### config.mk
export PLATFORM = sky130hd
export DESIGN_NAME = rarmt_ctrl
export DESIGN_NICKNAME = d
export VERILOG_FILES = /design/src/design/rarmt_pkg.sv /design/src/design/rarmt_ctrl.sv
export SDC_FILE = /design/constraint.sdc
export NUM_CORES = 1
export LEC_CHECK = 0
export BUFFER_PORTS_ARGS = -buffer_cell sky130_fd_sc_hd__buf_2
export CAP_MARGIN = 20
export CORE_MARGIN = 2
export CORE_UTILIZATION = 31
export DETAILED_ROUTE_END_ITERATION = 8
export GPL_TIMING_DRIVEN = 0
export PLACE_DENSITY_LB_ADDON = 0.12
export RECOVER_POWER = 25
export SLEW_MARGIN = 30
export SYNTH_ARGS = -nofsm -noshare
export SYNTH_HDL_FRONTEND = slang
export SYNTH_SLANG_ARGS = --single-unit
### constraint.sdc
create_clock -name clk -period 4.72 [get_ports clk]
set_input_delay 0.472 -clock clk [delete_from_list [all_inputs] [get_ports clk]]
set_output_delay 0.472 -clock clk [all_outputs]
set_load 0.01 [all_outputs]
### src/design/rarmt_pkg.sv
`timescale 1ns / 1ps
// ----------------------------------------------------------------------------
// rarmt_pkg
// Shared widths, sequencer step codes and the status bundle of the range-add
// range-max tree.
// ----------------------------------------------------------------------------
package rarmt_pkg;

  localparam int LEAVES_DEFAULT = 1024;
  localparam int IDX_W          = 10;
  localparam int VAL_W          = 48;
  localparam int OUT_W          = 47;

  // Sequencer step codes, shared by the controller and the datapath.
  localparam int OP_W = 5;
  typedef logic [OP_W-1:0] op_t;

  localparam op_t ST_CLEAR   = 5'd0;
  localparam op_t ST_IDLE    = 5'd1;
  localparam op_t ST_PD_CHK  = 5'd2;
  localparam op_t ST_PD_RP   = 5'd3;
  localparam op_t ST_PD_W0   = 5'd4;
  localparam op_t ST_PD_W1   = 5'd5;
  localparam op_t ST_PD_Z    = 5'd6;
  localparam op_t ST_RG_CHK  = 5'd7;
  localparam op_t ST_RG_L    = 5'd8;
  localparam op_t ST_RG_RCHK = 5'd9;
  localparam op_t ST_RG_R    = 5'd10;
  localparam op_t ST_RB_A    = 5'd11;
  localparam op_t ST_RB_B    = 5'd12;
  localparam op_t ST_RB_C    = 5'd13;
  localparam op_t ST_OUT     = 5'd14;
  localparam op_t OP_LOAD    = 5'd15;
  localparam op_t OP_OUT     = 5'd16;

  // Status from the datapath to the controller.
  typedef struct packed {
    logic h_zero;
    logic p_skip;
    logic side;
    logic pend_zero;
    logic l_le_r;
    logic l_odd;
    logic r_odd;
    logic i_zero;
    logic is_query;
    logic clr_last;
  } status_t;

endpackage

### src/design/rarmt_ctrl.sv
`timescale 1ns / 1ps
// ----------------------------------------------------------------------------
// rarmt_ctrl
// Sequencer for the tree: clearing sweep, push-down, range walk, rebuild and
// result hand-off.
// ----------------------------------------------------------------------------
module rarmt_ctrl (
  input  logic             clk,
  input  logic             rst,
  input  logic             in_valid,
  output logic             in_ready,
  output logic             out_valid,
  input  logic             out_ready,
  input  rarmt_pkg::status_t st,
  output rarmt_pkg::op_t   op
);
  import rarmt_pkg::*;

  op_t  state;
  op_t  state_next;
  logic out_free;

  assign out_free = !out_valid || out_ready;
  assign in_ready = (state == ST_IDLE);

  // Step issued to the datapath this cycle.
  always_comb begin
    op = state;
    if (state == ST_IDLE) begin
      op = in_valid ? OP_LOAD : ST_IDLE;
    end else if (state == ST_OUT) begin
      op = out_free ? OP_OUT : ST_IDLE;
    end
  end

  // Next state.
  always_comb begin
    state_next = state;
    unique case (state)
      ST_CLEAR:   if (st.clr_last) state_next = ST_IDLE;
      ST_IDLE:    if (in_valid) state_next = ST_PD_CHK;
      ST_PD_CHK: begin
        if (st.h_zero) begin
          if (st.side) state_next = ST_RG_CHK;
        end else if (!st.p_skip) begin
          state_next = ST_PD_RP;
        end
      end
      ST_PD_RP:   state_next = st.pend_zero ? ST_PD_CHK : ST_PD_W0;
      ST_PD_W0:   state_next = ST_PD_W1;
      ST_PD_W1:   state_next = ST_PD_Z;
      ST_PD_Z:    state_next = ST_PD_CHK;
      ST_RG_CHK: begin
        if (!st.l_le_r) state_next = st.is_query ? ST_OUT : ST_RB_A;
        else if (st.l_odd) state_next = ST_RG_L;
        else if (!st.r_odd) state_next = ST_RG_R;
      end
      ST_RG_L:    state_next = ST_RG_RCHK;
      ST_RG_RCHK: state_next = st.r_odd ? ST_RG_CHK : ST_RG_R;
      ST_RG_R:    state_next = ST_RG_CHK;
      ST_RB_A: begin
        if (!st.i_zero) state_next = ST_RB_B;
        else if (st.side) state_next = ST_IDLE;
      end
      ST_RB_B:    state_next = ST_RB_C;
      ST_RB_C:    state_next = ST_RB_A;
      ST_OUT:     if (out_free) state_next = ST_IDLE;
      default:    state_next = ST_CLEAR;
    endcase
  end

  // State and result valid registers.
  always_ff @(posedge clk) begin
    if (rst) begin
      state     <= ST_CLEAR;
      out_valid <= 1'b0;
    end else begin
      state <= state_next;
      if (op == OP_OUT) out_valid <= 1'b1;
      else if (out_ready) out_valid <= 1'b0;
    end
  end

endmodule

# --- Word level (Yosys, flattened, before mapping) ---
# Index checks and enable logic that the tools add are counted.
totals:
  output_inout_bits: 7
  word_cells: 50
  input_bits: 14
  regBits: 6
op_classes:
  n_mux: 21
  reduce_logical: 5
  n_eq_ne: 22
ops:
  columns: ["op", "count"]
  rows:
  - ["5-bit case mux with 15 select lines", 1]
  - ["5-bit two-way mux", 14]
  - ["5-bit by 4-bit equality test with 1-bit output (second input constant)", 7]
  - ["5-bit by 3-bit equality test with 1-bit output (second input constant)", 4]
  - ["5-bit by 2-bit equality test with 1-bit output (second input constant)", 2]
  - ["3-bit inequality test (second input constant)", 3]
  - ["4-bit two-way mux", 2]
  - ["7-bit AND reduction", 1]
  - ["3-bit two-way mux", 2]
  - ["2-bit inequality test (second input constant)", 3]
  - ["5-bit by 1-bit equality test with 1-bit output (second input constant)", 1]
  - ["5-bit equality test (second input constant)", 1]
  - ["5-bit logical NOT", 1]
  - ["4-bit inequality test (second input constant)", 1]
  - ["1-bit two-way mux", 2]
  - ["2-bit nonzero test", 1]
  - ["1-bit logical NOT", 1]
  - ["1-bit logical OR", 1]

# --- Longest topological paths before layout ---
# Gate-level depths: netlist (run 1).
logic_depth:
  ltp_word: 7
  ltp_mapped: 7
  depth_no_buf: 5

# --- Worst setup path before layout (run 1) ---
# Ideal clock, no wire load.
synth_timing:
  kind: "reg2out"
  startpoint: "register state[2]"
  endpoint: "output op[2]"
  n_path_buf: 0
  setup_slack_ns: 2.977
  required_time_ns: 4.248
  arrival_ns: 1.271
  stages_incl_launch_ff: 4
  cell_sequence: "dfxtp_1 -> nor4b_1 -> nand2_1 -> nand2_1"
synth_via:
  elab_cells_between_ends: 4
  cone_classes: "2 x eq/ne; 2 x mux"
synth_lines:
  columns: ["element", "line_no", "source"]
  rows:
  - ["start: declaration", "rarmt_ctrl.sv:19", "op_t state;"]
  - ["start signal: assignment", "rarmt_ctrl.sv:78", "state <= state_next;"]
  - ["5-bit by 1-bit equality test with 1-bit output", null, null]
  - ["net in_ready", "rarmt_ctrl.sv:11", "output logic in_ready,"]
  - ["5-bit two-way mux", "rarmt_ctrl.sv:29", "if (state == ST_IDLE) begin"]
  - ["end: declaration", "rarmt_ctrl.sv:15", "output rarmt_pkg::op_t op"]
# The timed path passes the listed nets, and every way through them passes these cells.

# --- Worst setup path after layout (run 1) ---
layout_timing:
  startpoint: "register state[2]"
  endpoint: "output op[2]"
layout_via:
  elab_chain_len: 3
  elab_cells_between_ends: 4
  cone_classes: "2 x eq/ne; 2 x mux"
layout_rtl:
  columns: ["element", "line_no", "source"]
  rows:
  - ["5-bit by 4-bit equality test with 1-bit output", "rarmt_ctrl.sv:31", "end else if (state == ST_OUT) begin"]
  - ["5-bit two-way mux", "rarmt_ctrl.sv:31", null]
  - ["5-bit two-way mux *", "rarmt_ctrl.sv:29", null]
# Mark *: on every way between the ends. The rest lies on a longest branch, timed or not.

==> results of run 1 <==
==> cell usage in the layout (no fill, tap or decap), types with 2 or more instances in the layout <==
cell type and count:
a21oi_1 7, buf_2 23, clkbuf_1 2, clkbuf_4 3
dfxtp_1 5, inv_1 2, nand2_1 10, nand2b_1 3
nand3_1 3, nand4b_1 2, nor2_1 4, nor2b_1 2
o211ai_1 2, o21ai_0 7, or2_1 2
==> through the flow <==
step                      total power, mW  hold WS [ns]  instances
final                               0.421         0.467        126
after global routing                0.461         0.466        126
after CTS                           0.425         0.463        126
after detailed placement            0.374         0.561        122
after global placement              0.375         0.554        122
after floorplan                     0.298         0.541         77
==> synth_stat cells, types with 2 or more instances <==
library cell / n
a21oi_1: 7
buf_2: 4
dfxtp_1: 5
inv_1: 2
nand2_1: 10
nand2b_1: 3
nand3_1: 3
nand4b_1: 2
nor2_1: 4
o211ai_1: 2
o21ai_0: 7
or2_1: 2
==> final cells by class <==
cell class | count | share of cell area [%]
Multi-Input combinational cell | 63 | 57.9
Buffer | 6 | 5.33
Sequential cell | 5 | 13.7
Tap cell | 25 | 4.30
Timing Repair Buffer | 20 | 13.6
Inverter | 3 | 1.55
Clock buffer | 4 | 3.61
==> cells by family after synthesis <==
family	share of synthesized area (%)
AND/OR/NAND/NOR	35.6
AO/OA/AOI/OAI	36.7
multiplexers	1.73
buffers and inverters	8.64
flip-flops	17.3
==> worst max path at each step <==
stage / slack, ns / start / depth (start not counted) / end
final: 2.73 / state[2]$_SDFFE_PP0P_ / 4 / op[2]
after global placement: 2.86 / st[9] / 6 / state[1]$_SDFFE_PP0P_
after detailed placement: 2.85 / st[9] / 6 / state[1]$_SDFFE_PP0P_
after floorplan: 2.98 / state[2]$_SDFFE_PP0P_ / 3 / op[2]
after global routing: 2.63 / state[2]$_SDFFE_PP0P_ / 4 / op[2]
after CTS: 2.74 / state[2]$_SDFFE_PP0P_ / 4 / op[2]
==> flip-flops by register name, summed over array words and instances (netlist names) <==
register,cells
state,4
out_valid,1
==> power by group <==
part	internal (mW)	switching (mW)	total [mW]
combinational	0.130	0.166	0.296
clock	0.0320	0.0173	0.0492
sequential	0.0568	0.0194	0.0762
==> worst reg2reg max path, delay by kind of cell (launching register included) <==
family | cells | cell delay (ns)
flip-flops | 1 | 0.42
AO/OA/AOI/OAI | 2 | 0.55
AND/OR/NAND/NOR | 3 | 0.73
==> per-layer routing <==
layer / wire length, um / global-route usage, %
met1: 814 / 24.1
met2: 714 / 25.4
met3: 54 / 4.62
met4: 0 / 1.67
met5: 0 / 0
==> reports/qor.yml, run 1 <==
status:
  status: "finished clean"
sta:
  hold_violations: 0
  finalCriticalPeriod_ns: 1.99
  fin_skew_ns: 0.00785
  fin_setup_tns_ns: 0
  maxSlewViolCount: 0
  setup_violations: 0
  rsz0062_at_grt: "false"
  relSlewSlack_pct: 62.5
  worst_slew_pin_slew_ns: 0.555
  fmax_mhz: 502
  setup_ws_ns: 2.73
  post-route-period-util_pct: 42.2
floorplan:
  die_h_um: 47.2
  start_util_pct: 33.2
  ios: 21
  core_sq_um: 1750
  dieArea_sq_um: 2230
  die_w_um: 47.2
  row_count: 15
final_layout:
  multiInputGateArea_sq_um: 422
  utilization_pct: 41.7
  antenna_cells: 0
  ff_latch_area_sq_um: 100
  fillCellCount: 198
  final_cell_area_sq_um: 728
  drive_gt1_share_pct: 33.7
  nets: 116
  syn_to_final_growth_pct: 25.7
worst_setup_path:
  worstReg2RegStart: "state[0]$_SDFFE_PP0P_"
  end_kind: "output pin"
  crit_slowest_cell: "nor4b_1"
  start_kind: "flip-flop"
  critPathKind: "reg -> out"
  crit_fanout: 7
  reg2reg_to: "state[3]$_SDFFE_PP0P_"
  r2r_slack_ns: 2.91
  reg2reg_depth: 5
  cpPeakStageDelay_ns: 0.54
  cp_cell_sequence: "nor4b_1, nand2_1, nand2_1, buf_2"
  worstPathRequired_ns: 4.25
  cp.arrival_ns: 1.52
  cp_common_cell: "nand2_1"
  path_buf_inv: 1
  path_delay_family: "simple AND/OR/NAND/NOR gates"
clock_tree:
  cts_tree: "built"
  clk_pin_slew_ns: 0.05
  htree_num_levels: 1
  cts.sinks: 5
  cts_max_path_buffers: 2
  cts_setup_buffers: 0
  hold_buffers: 0
  insertion_delay_ns: 0.24
  numCtsBuffers: 3
  ctsResizeCount: 0
  cts_root_buf: "clkbuf_4"
run:
  drv_cap: 0
route:
  antenna_left: 0
  num_vias: 669
  drtPass1Iterations: 4
  wl_um: 1580
  drt_iter0_markers: 15
  post-route-drc-count: 0
  viasPerCell: 5.31
  detail_route.wl_per_cell_um: 12.6
synth:
  syn-mean-instance-area_sq_um: 7.52
  yosys_register_bits: 5
  ys.warnings.count: 0
  ys_seq_area_share_pct: 17.3
  ys.flop_type: "dfxtp_1"
  syn-cell-area_sq_um: 579
  synth_edf_count: 0
  synth_top_area_share_pct: 17.3
  syn_nets: 91
  synthCells: 77
  yosysUniqueCellTypes: 38
  synthTopCellsByArea: "dfxtp_1 (17%), nand2_1 (6.5%), a21oi_1 (6.0%)"
  async_flop_share_pct: 0
  synth_largest_area_cell: "dfxtp_1"
hold_path:
  min_from: "rst"
  min_path_type: "in -> reg"
  min_delay_path_depth: 2
  min_to: "state[2]$_SDFFE_PP0P_"
power_and_ir_drop:
  total_leakage_power_nw: 0.287
  powerDensity_nw_per_um2: 579
  vdd_ir_drop_max_mv: 0.282
global_route:
  grt_max_degree: 11
  grt_pass1_wl_um: 2730
  grt.overflow.total: 0
  antenna_found_initial: 0
  first_global_vias: 587
  grtUsageTotal_pct: 16.7
placement:
  port_buffers: 20
  dp_slack_ns: 2.85
  placed_area_sq_um: 711
  gp_congestion: 0.843
  post-dp-hpwl_um: 1220
(Power assumes the default switching activity.)
==> run 2, diff against run 1 <==
- ABC_AREA: unset -> 1
- clock period: 4.72 -> 2.07 ns (I/O delays scaled with it)
==> reports/qor.yml, run 2 <==
status:
  status: "finished clean"
route:
  num_vias: 709
  drt_iter0_markers: 15
  drtPass1Iterations: 4
  antenna_left: 0
  dr_wl_met2_um: 686
  detail_route.wl_per_cell_um: 9.29
  wirelength_met1_um: 755
  top_layer: "met4"
  post-route-drc-count: 0
  wl_um: 1510
  viasPerCell: 4.38
  dr_wl_met3_um: 47
final_layout:
  largestRegisters: "state x4, out_valid x1"
  largest_register_ffs: 4
  utilization_pct: 39.8
  fillCellCount: 237
  syn_to_final_growth_pct: 24.7
  drive_gt1_share_pct: 31.9
  top_register: "state"
  antenna_cells: 0
  nets: 150
  layout_common_cells: "nand2_1 (29), nor2_1 (23), buf_2 (20)"
  fin_cells: 162
  final_common_cell: "nand2_1"
placement:
  gp_congestion: 0.807
  post-dp-hpwl_um: 1290
  place_inst: 158
  port_buffers: 20
clock_tree:
  clk_pin_slew_ns: 0.04
  cts_root_buf: "clkbuf_4"
  insertion_delay_ns: 0.24
  hold_buffers: 0
  cts_tree: "built"
  numCtsBuffers: 3
  htree_num_levels: 1
  cts_max_path_buffers: 2
  cts.sinks: 5
  ctsResizeCount: 0
  cts_setup_buffers: 0
floorplan:
  core_sq_um: 1920
  ios: 21
  dieArea_sq_um: 2350
  die_w_um: 48.5
  start_util_pct: 31.9
  row_count: 16
  die_h_um: 48.5
power_and_ir_drop:
  powerDensity_nw_per_um2: 1180
  vdd_ir_drop_max_mv: 0.622
  total_power_mw: 0.900
  total_leakage_power_nw: 0.445
worst_setup_path:
  r2r_slack_ns: 0.61
  start_kind: "flip-flop"
  crit_fanout: 5
  critPathKind: "reg -> out"
  worstReg2RegStart: "state[1]$_SDFFE_PP0P_"
  end_kind: "output pin"
  crit_slowest_cell: "dfxtp_1"
  cp_cell_sequence: "nor2_1, nand2_1, inv_1, nand2_1, o21ai_0, buf_2"
  cpPeakStageDelay_ns: 0.36
  cp.arrival_ns: 1.42
  reg2reg_to: "state[1]$_SDFFE_PP0P_"
  worstPathRequired_ns: 1.86
  cp_common_cell: "nand2_1"
  reg2reg_depth: 10
sta:
  hold_violations: 0
  relSlewSlack_pct: 75.9
  finalCriticalPeriod_ns: 1.63
  rsz0062_at_grt: "false"
  fmax_mhz: 614
  post-route-period-util_pct: 78.7
  setup_violations: 0
  maxSlewViolCount: 0
  worst_slew_pin_slew_ns: 0.361
  fin_skew_ns: 0.000541
  fin_setup_tns_ns: 0
global_route:
  grt.overflow.total: 0
  first_global_vias: 663
  grt_max_degree: 10
  antenna_found_initial: 0
  grtUsageTotal_pct: 13.9
  grt_pass1_wl_um: 2630
synth:
  synth_top_area_share_pct: 17.8
  synth_largest_area_cell: "nand2_1"
  synth_edf_count: 0
  synthTopCellsByArea: "nand2_1 (18%), dfxtp_1 (16%), nor2_1 (13%)"
  yosysMostFrequentCell: "nand2_1"
  ys_seq_area_share_pct: 16.3
  async_flop_share_pct: 0
  syn-mean-instance-area_sq_um: 5.52
  syn-cell-area_sq_um: 613
  ys.warnings.count: 0
  syn_nets: 125
  yosysUniqueCellTypes: 19
  ys_top_cells_by_count: "nand2_1 (29), nor2_1 (22), inv_1 (11), nand3_1 (10), nor2_2 (6)"
  yosys_register_bits: 5
  synthCells: 111
  ys.flop_type: "dfxtp_1"
hold_path:
  min_from: "rst"
  min_delay_path_depth: 2
  min_to: "out_valid$_SDFFE_PP0P_"
  min_path_type: "in -> reg"
run:
  drv_cap: 0
==> run 2: cell families (layout without fill, tap and decap cells) <==
logic type / count (synthesis) / after routing / synth area share [%]
AO/OA/AOI/OAI: 10 / 10 / 8.37
buffers and inverters: 17 / 41 / 10.6
flip-flops: 5 / 5 / 16.3
AND/OR/NAND/NOR: 79 / 79 / 64.7
==> run 2: area by class of cell <==
type	count	area (sq um)	area share, %
flip-flops and latches	5	100	13.1
multi-input cells	89	440	57.6
clock buffers	4	26.3	3.44
inverters	16	60.1	7.86
plain buffers	1	5.00	0.655
repair buffers	20	98.8	12.9
well taps	27	33.8	4.42
==> run 2: worst max-delay path by stage <==
stage | slack, ns | startpoint | endpoint | cells after the start
5_1_grt | 0.25 | state[1]$_SDFFE_PP0P_ | op[3] | 5
6_report | 0.44 | state[2]$_SDFFE_PP0P_ | op[1] | 6
2_1_floorplan | 0.82 | state[1]$_SDFFE_PP0P_ | state[1]$_SDFFE_PP0P_ | 9
3_3_place_gp | 0.68 | state[1]$_SDFFE_PP0P_ | state[2]$_SDFFE_PP0P_ | 9
3_5_place_dp | 0.67 | state[1]$_SDFFE_PP0P_ | state[1]$_SDFFE_PP0P_ | 9
4_1_cts | 0.43 | state[2]$_SDFFE_PP0P_ | op[1] | 6
==> run 2: stage by stage <==
step	area, sq um	hold WS [ns]	setup slack (ns)
floorplan	613	0.279	0.817
global placement	747	0.386	0.679
detailed placement	747	0.383	0.672
CTS	773	0.125	0.434
global route	764	0.142	0.252
finish	764	0.137	0.441
==> run 2: critical path, delay by kind of cell, from the launching register on <==
kind	cells	cell delay, ns
simple gates	3	0.51
buf+inv	2	0.23
compound gates	1	0.08
flops	1	0.36
==> run 2: report_power, final <==
| part | switching (mW) | internal (mW) | total, mW |
|---|---|---|---|
| logic | 0.393 | 0.222 | 0.615 |
| clock network | 0.0367 | 0.0727 | 0.109 |
| registers | 0.0446 | 0.131 | 0.175 |
==> run 2: layer usage <==
layer	up-vias	global-route usage [%]
met4	0	6.19
met5	-	0
li1	392	-
met3	2	3.09
met1	303	17.0
met2	12	23.4
